$ cat config.mk
export PLATFORM = sky130hd
export DESIGN_NAME = hog_ctrl
export DESIGN_NICKNAME = d
export VERILOG_FILES = /design/src/rtl/hog_pkg.sv /design/src/rtl/hog_ctrl.sv
export SDC_FILE = /design/constraint.sdc
export NUM_CORES = 1
export LEC_CHECK = 0
export BUFFER_PORTS_ARGS = -buffer_cell sky130_fd_sc_hd__buf_2
export CORE_AREA = 4 4 41 43
export DETAILED_ROUTE_END_ITERATION = 8
export DIE_AREA = 0 0 45 47
export SLEW_MARGIN = 20
export SYNTH_ARGS = -nofsm -noshare
export SYNTH_HDL_FRONTEND = slang
export SYNTH_SLANG_ARGS = --single-unit
$ cat constraint.sdc
create_clock -name clk -period 1.5 [get_ports clk]
set_input_delay 0.3 -clock clk [delete_from_list [all_inputs] [get_ports clk]]
set_output_delay 0.3 -clock clk [all_outputs]
set_load 0.02 [all_outputs]
$ cat src/rtl/hog_pkg.sv
`default_nettype none
// ----------------------------------------------------------------------------
// Hampel outlier gate package
// Shared widths, constants, register indexes, controller states and the
// command/status records between controller and datapath.
// ----------------------------------------------------------------------------
package hog_pkg;

  localparam int WIN_MAX    = 32;
  localparam int IDX_W      = $clog2(WIN_MAX);
  localparam int SMP_W      = 16;
  localparam int WS_W       = 6;
  localparam int SCALE_W    = 15;
  localparam int OVN_W      = 7;
  localparam int SUM_W      = 24;
  localparam int THR_W      = 32;
  localparam int CFG_IDX_W  = 2;
  localparam int CFG_DATA_W = 15;
  localparam int PROD_W     = 34;
  localparam int SPR_SHIFT  = 15;

  localparam logic [17:0] SPREAD_GAIN = 18'd48544;

  localparam logic [WS_W-1:0]    WS_RESET    = 6'd7;
  localparam logic [SCALE_W-1:0] SCALE_RESET = 15'd3;
  localparam logic [OVN_W-1:0]   OVN_RESET   = 7'd3;

  typedef enum logic [CFG_IDX_W-1:0] {
    CFG_WINDOW   = 2'd0,
    CFG_SCALE    = 2'd1,
    CFG_OVERRIDE = 2'd2
  } cfg_idx_t;

  typedef enum logic [3:0] {
    S_IDLE,
    S_CHECK,
    S_DIV,
    S_RD,
    S_DEL,
    S_INS,
    S_DEV,
    S_SEL,
    S_MUL,
    S_SPR,
    S_OUT
  } hog_state_t;

  typedef struct packed {
    logic capture;
    logic judge;
    logic advance;
    logic del;
    logic ins;
    logic dev;
    logic sel;
    logic mul;
    logic spr;
    logic out_load;
  } hog_cmd_t;

  typedef struct packed {
    logic keep;
    logic avg;
    logic div_done;
    logic found;
    logic out_free;
  } hog_sts_t;

endpackage
`default_nettype wire

$ cat src/rtl/hog_ctrl.sv
`default_nettype none
// ----------------------------------------------------------------------------
// Hampel outlier gate controller
// Sequences one transaction through decision, an optional divide, window
// update, ranking and result hand-off; a dropped outlier skips to hand-off.
// ----------------------------------------------------------------------------
module hog_ctrl
  import hog_pkg::*;
(
  input  wire logic     clk,
  input  wire logic     rst_n,
  input  wire logic     in_valid,
  output logic          in_stall,
  input  wire hog_sts_t sts,
  output hog_cmd_t      cmd
);

  hog_state_t state_r;
  hog_state_t state_nxt;

  always_ff @(posedge clk) begin
    if (!rst_n) begin
      state_r <= S_IDLE;
    end else begin
      state_r <= state_nxt;
    end
  end

  always_comb begin
    state_nxt = state_r;
    cmd       = '0;
    in_stall  = 1'b1;
    case (state_r)
      S_IDLE: begin
        in_stall = 1'b0;
        if (in_valid) begin
          cmd.capture = 1'b1;
          state_nxt   = S_CHECK;
        end
      end
      S_CHECK: begin
        cmd.judge = 1'b1;
        if (sts.keep) begin
          state_nxt = S_RD;
        end else if (sts.avg) begin
          state_nxt = S_DIV;
        end else begin
          state_nxt = S_OUT;
        end
      end
      S_DIV: begin
        if (sts.div_done) begin
          state_nxt = S_RD;
        end
      end
      S_RD: begin
        cmd.advance = 1'b1;
        state_nxt   = S_DEL;
      end
      S_DEL: begin
        cmd.del   = 1'b1;
        state_nxt = S_INS;
      end
      S_INS: begin
        cmd.ins   = 1'b1;
        state_nxt = S_DEV;
      end
      S_DEV: begin
        cmd.dev   = 1'b1;
        state_nxt = S_SEL;
      end
      S_SEL: begin
        cmd.sel = 1'b1;
        if (sts.found) begin
          state_nxt = S_MUL;
        end
      end
      S_MUL: begin
        cmd.mul   = 1'b1;
        state_nxt = S_SPR;
      end
      S_SPR: begin
        cmd.spr   = 1'b1;
        state_nxt = S_OUT;
      end
      S_OUT: begin
        if (sts.out_free) begin
          cmd.out_load = 1'b1;
          state_nxt    = S_IDLE;
        end
      end
      default: state_nxt = S_IDLE;
    endcase
  end

  a_accept_starts_check: assert property (@(posedge clk) disable iff (!rst_n)
    (in_valid && !in_stall) |=> (state_r == S_CHECK))
    else $error("accepted transaction did not start a check");

  a_load_returns_idle: assert property (@(posedge clk) disable iff (!rst_n)
    cmd.out_load |=> (state_r == S_IDLE))
    else $error("result load did not return to idle");

  a_single_command: assert property (@(posedge clk) disable iff (!rst_n)
    $onehot0(cmd))
    else $error("more than one datapath command in a cycle");

endmodule
`default_nettype wire

==> results.yml, run 1 <==
status:
  status: "finished clean"
finish:
  syn_to_final_growth_pct: 83.33
  nFillCells: 142
  diodes: 0
  final_cell_mix: "buf_2 (12), buf_4 (12), nand2_1 (6), nor3_2 (5)"
  fin_nets: 87
  largest_reg_flops: 4
  drive_gt1_share_pct: 62.34
  design_area_um2: 646.9
  reg_top3: "state_r (4)"
  regMostFlops: "state_r"
drt:
  vias: 470
  drt_first_iter_violations: 11
  ant_nets: 0
  firstDrtPassIters: 4
  viasPerCell: 5.109
  drc: 0
  avgRoutedWirePerCell_um: 13.23
  wl_mm: 1.217
placement:
  numPortBuffers: 18
  post-dp-hpwl_um: 828.8
  place.gp.congestion: 0.7613
  placed_area_um2: 473.0
clocking:
  cts_tree: "done"
  cts_buffer_depth: 2
  cts_max_level: 1
  clk_latency_ps: 230
  cts-hold-fix-buffers: 0
  cts.sinks: 4
  cts_buffers: 3
  cts_root_buf: "clkbuf_4"
  clkTransAtPathRegs_ps: 40
critical_path:
  crit_required_ps: 1200
  worstPathCellList: "buf_4, buf_4, nor3_2, buf_2"
  worstSetupEndpointType: "output pin"
  path_max_fanout: 6
  max_stage_delay_ps: 340
  worstPathArrival_ps: 1190
  worstSetupPathType: "reg -> out"
  critPathTopFamily: "buffers and inverters"
  critPathSlowestCell: "dfxtp_4"
  setup.worst_path.start_class: "register"
  worstPathBufferInverterCount: 3
  critPathMostFrequentCell: "buf_4"
sta:
  post-route-period-util_pct: 99.30
  drv_slew: 0
  period_needed_ps: 1490
  setup-tns-final_ps: 0
  slew_headroom_pct: 82.83
  holdWs_ps: 346.6
  rsz0062_at_grt: "true"
  skew_ps: 0.6271
  setup_viol: 0
  fmax_mhz: 671.4
  tightest_slew_ps: 254.1
  hold_viol: 0
power_and_ir_drop:
  p_total_uw: 584.4
  power.density_nw_per_um2: 903.4
  p_leak_nw: 0.2956
  irDropWorstVdd_v: 0.0005911
grt:
  track_usage_pct: 13.19
  grt_max_degree: 13
  grt_overflow: 0
  grt_pass1_wl_mm: 1.973
  grt_pass1_vias: 443
  antenna_found_initial: 0
logic_synthesis:
  synth_cell_type_count: 22
  syn_avg_cell_area_um2: 7.057
  ys_warn_count: 0
  seq_area_frac_synth_pct: 22.70
  ys_ff_latch: 4
  syn_inst: 50
  netlist_area_um2: 352.8
  syn_nets: 58
run:
  drv_cap: 0
floorplanning:
  coreArea_um2: 1301
  rows: 13
  start_util_pct: 27.12
  die_area_um2: 2115
  fp.dieW_um: 45
  die_h_um: 47
  io_pins: 19
worst_hold_path:
  hold_class: "in -> reg"
[per-stage QoR]
stage / cells / setup WS (ps) / util [%]
after floorplan: 50 / 62.34 / -
after detailed placement: 84 / 30.27 / 36.35
after global placement: 84 / 58.33 / 36.35
after global routing: 92 / -25.67 / 49.71
final: 92 / 10.46 / 49.71
after CTS: 88 / -0.7993 / 41.44
[metal layers]
metal  vias to the layer above  wire length (µm)  track usage (%)
met5                         -                 0                0
met4                         0                 0            5.263
met2                        18               670            23.73
met3                         0                70            3.065
met1                       215               476            15.00
li1                        237                 -                -
[synth_stat cells]
cell type | n | area (µm²)
a31oi_1 | 1 | 6.260
nor3_1 | 7 | 35.03
and3_1 | 2 | 12.51
nand3b_1 | 2 | 15.01
o2111a_1 | 1 | 11.26
a21boi_0 | 1 | 7.510
a21oi_1 | 1 | 5.000
and4_1 | 1 | 8.760
o221a_1 | 1 | 11.26
nor4bb_1 | 1 | 10.01
buf_2 | 3 | 15.01
buf_6 | 1 | 11.26
nor2_4 | 1 | 11.26
nand2_1 | 6 | 22.52
nor4b_1 | 1 | 8.760
nand2b_1 | 4 | 25.02
o21ai_1 | 2 | 10.01
dfxtp_1 | 4 | 80.08
nor2_1 | 6 | 22.52
nor4_1 | 1 | 6.260
inv_1 | 2 | 7.510
a32o_1 | 1 | 10.01
[where the power goes]
group          switching (mW)  total, mW  internal [mW]
registers              0.0400      0.165          0.125
logic                   0.144      0.286          0.142
clock network          0.0441      0.134         0.0895
total                   0.228      0.584          0.356
[logic make-up after synthesis]
kind of cell,count (synthesis),synth area share (%)
buffers and inverters,6,9.574
and+or+nand+nor,32,50.35
DFF,4,22.70
AOI/OAI and AO/OA,8,17.38
[cell type report]
cell class / count / area [µm²] / area share, %
sequential: 4 / 95.09 / 14.70
inverter: 2 / 7.507 / 1.161
multi-input combinational: 40 / 307.8 / 47.58
clock buffer: 3 / 22.52 / 3.482
timing repair buffer: 28 / 195.2 / 30.17
tap: 15 / 18.77 / 2.901
[path summary, 6_finish.rpt]
path | from | to | slack [ps] | cells past startpoint
hold / removal | rst_n | state_r[3] | 350 | 2
hold reg to reg | state_r[1] | state_r[1] | 590 | 2
setup reg to reg | state_r[2] | state_r[3] | 60 | 5
setup / recovery | state_r[3] | cmd[6] | 10 | 4
[worst register-to-register path: cells and delay by family, from the launching register on]
| kind | cells | cell delay, ps |
|---|---|---|
| buf+inv | 1 | 150 |
| simple gates | 1 | 270 |
| compound gates | 3 | 560 |
| flops | 1 | 350 |
[timing repair]
item / 4_1_cts / 5_1_grt
pin swaps: 1 / 4
gates resized for setup: 11 / 21
endpoints found under the setup margin: 9 / 10
buffers inserted: 1 / 4
No activity file was read; power rests on OpenSTA's default activity.
==> inputs of run 2 (changes only) <==
--- a/config.mk
+++ b/config.mk
@@ -9,6 +9,7 @@
 export CORE_AREA = 4 4 41 43
 export DETAILED_ROUTE_END_ITERATION = 8
 export DIE_AREA = 0 0 45 47
+export GPL_TIMING_DRIVEN = 0
 export SLEW_MARGIN = 20
 export SYNTH_ARGS = -nofsm -noshare
 export SYNTH_HDL_FRONTEND = slang
==> results.yml, run 2 (same netlist as run 1, synthesis figures left out) <==
floorplanning:
  die_area_um2: 2115
  io_pins: 19
  die_h_um: 47
  rows: 13
  start_util_pct: 27.12
  fp.dieW_um: 45
  coreArea_um2: 1301
drt:
  firstDrtPassIters: 4
  wl_mm: 1.150
  drc: 0
  avgRoutedWirePerCell_um: 13.07
  vias: 447
  viasPerCell: 5.080
  drt_first_iter_violations: 3
  ant_nets: 0
finish:
  drive_gt1_share_pct: 56.16
  regMostFlops: "state_r"
  finalNonFillerCells: 88
  layout_commonest_cell: "buf_2"
  reg_top3: "state_r (4)"
  syn_to_final_growth_pct: 69.86
  nFillCells: 139
  diodes: 0
  fin_nets: 83
  final_cell_mix: "buf_2 (12), buf_4 (7), nand2_1 (6), buf_6 (4), nor2_1 (4)"
  design_area_um2: 599.3
  largest_reg_flops: 4
clocking:
  clk_latency_ps: 230
  cts.sinks: 4
  clkTransAtPathRegs_ps: 30
  cts_root_buf: "clkbuf_4"
  cts_buffer_depth: 2
  cts_max_level: 1
  cts_tree: "done"
  cts_buffers: 3
critical_path:
  setup.worst_path.start_class: "register"
  crit_cells: 4
  rrSetupSlack_ps: 110
  worstPathBufferInverterCount: 2
  worstSetupPathType: "reg -> out"
  max_stage_delay_ps: 350
  worstPathCellList: "buf_8, nand2b_4, nor3_4, buf_6"
  worstSetupEndpointType: "output pin"
  worstPathArrival_ps: 1210
  critPathSlowestCell: "dfxtp_4"
  critPathTopFamily: "flip-flops"
  path_max_fanout: 10
  r2r_cells: 6
  crit_required_ps: 1200
grt:
  antenna_found_initial: 0
  grt_max_degree: 11
  grt_pass1_vias: 403
  grt_overflow: 0
  grt_pass1_wl_mm: 1.759
  track_usage_pct: 11.22
status:
  status: "finished with violations"
  violations: "setup timing"
power_and_ir_drop:
  p_leak_nw: 0.2781
  irDropWorstVdd_v: 0.0005070
  power.density_nw_per_um2: 935.6
  p_total_uw: 560.8
placement:
  place.gp.congestion: 0.7237
  dpl.cell_count: 83
  numPortBuffers: 18
  place_ws_ps: 114.1
  placed_area_um2: 461.7
  post-dp-hpwl_um: 781.1
sta:
  setup-tns-final_ps: -10.65
  period_needed_ps: 1511
  hold_viol: 0
  post-route-period-util_pct: 100.7
  setup_slack_ps: -10.65
  slew_headroom_pct: 83.25
  tightest_slew_ps: 247.7
  fmax_mhz: 662.0
  drv_slew: 0
  rsz0062_at_grt: "true"
  setup_viol: 1
  skew_ps: 3.918
worst_hold_path:
  min_path_cells: 2
  hold_class: "in -> reg"
run:
  drv_cap: 0
run 2: cell count changes in the layout (fill, tap and decap cells not counted), moves of 2 or more:
cell and change:
nor3_2 -2, buf_4 -5, dfxtp_4 -2, dfxtp_2 +2
run 2: what timing repair did:
item,CTS,global route
pin swaps,0,0
setup buffers,0,2
hold buffers,0,0
gates resized for setup,12,18
setup endpoints to repair,8,9
run 2: metrics by stage:
step | utilization [%] | hold WS, ps
4_1_cts | 40.48 | 333.9
5_1_grt | 46.06 | 337.3
6_report | 46.06 | 339.5
3_5_place_dp | 35.48 | 574.0
2_1_floorplan | - | 441.9
3_3_place_gp | 35.48 | 578.5
run 2: metal layers:
metal	global-route usage, %	vias up	wire length [µm]
met1	14.32	205	507
met5	0	-	0
li1	-	230	-
met2	18.64	12	580
met3	3.831	0	62
met4	1.754	0	0
run 2: power breakdown:
group	internal [mW]	leakage (nW)	switching [mW]
Clock	0.0892	0.0138	0.0393
Combinational	0.129	0.229	0.156
Sequential	0.126	0.0350	0.0212
Total	0.344	0.278	0.217
run 2: final timing paths:
check,end,from
max,cmd[0],state_r[0]
min,state_r[0],rst_n
max reg2reg,state_r[3],state_r[2]
min reg2reg,state_r[2],state_r[3]
run 2: layout make-up:
cell class                      count  area (µm²)  share of cell area, %
Inverter                            2       7.507                  1.253
Timing Repair Buffer               20       123.9                  20.67
Tap cell                           15       18.77                  3.132
Multi-Input combinational cell     40       287.8                  48.02
Buffer                              4       48.80                  8.142
Sequential cell                     4       90.09                  15.03
Clock buffer                        3       22.52                  3.758
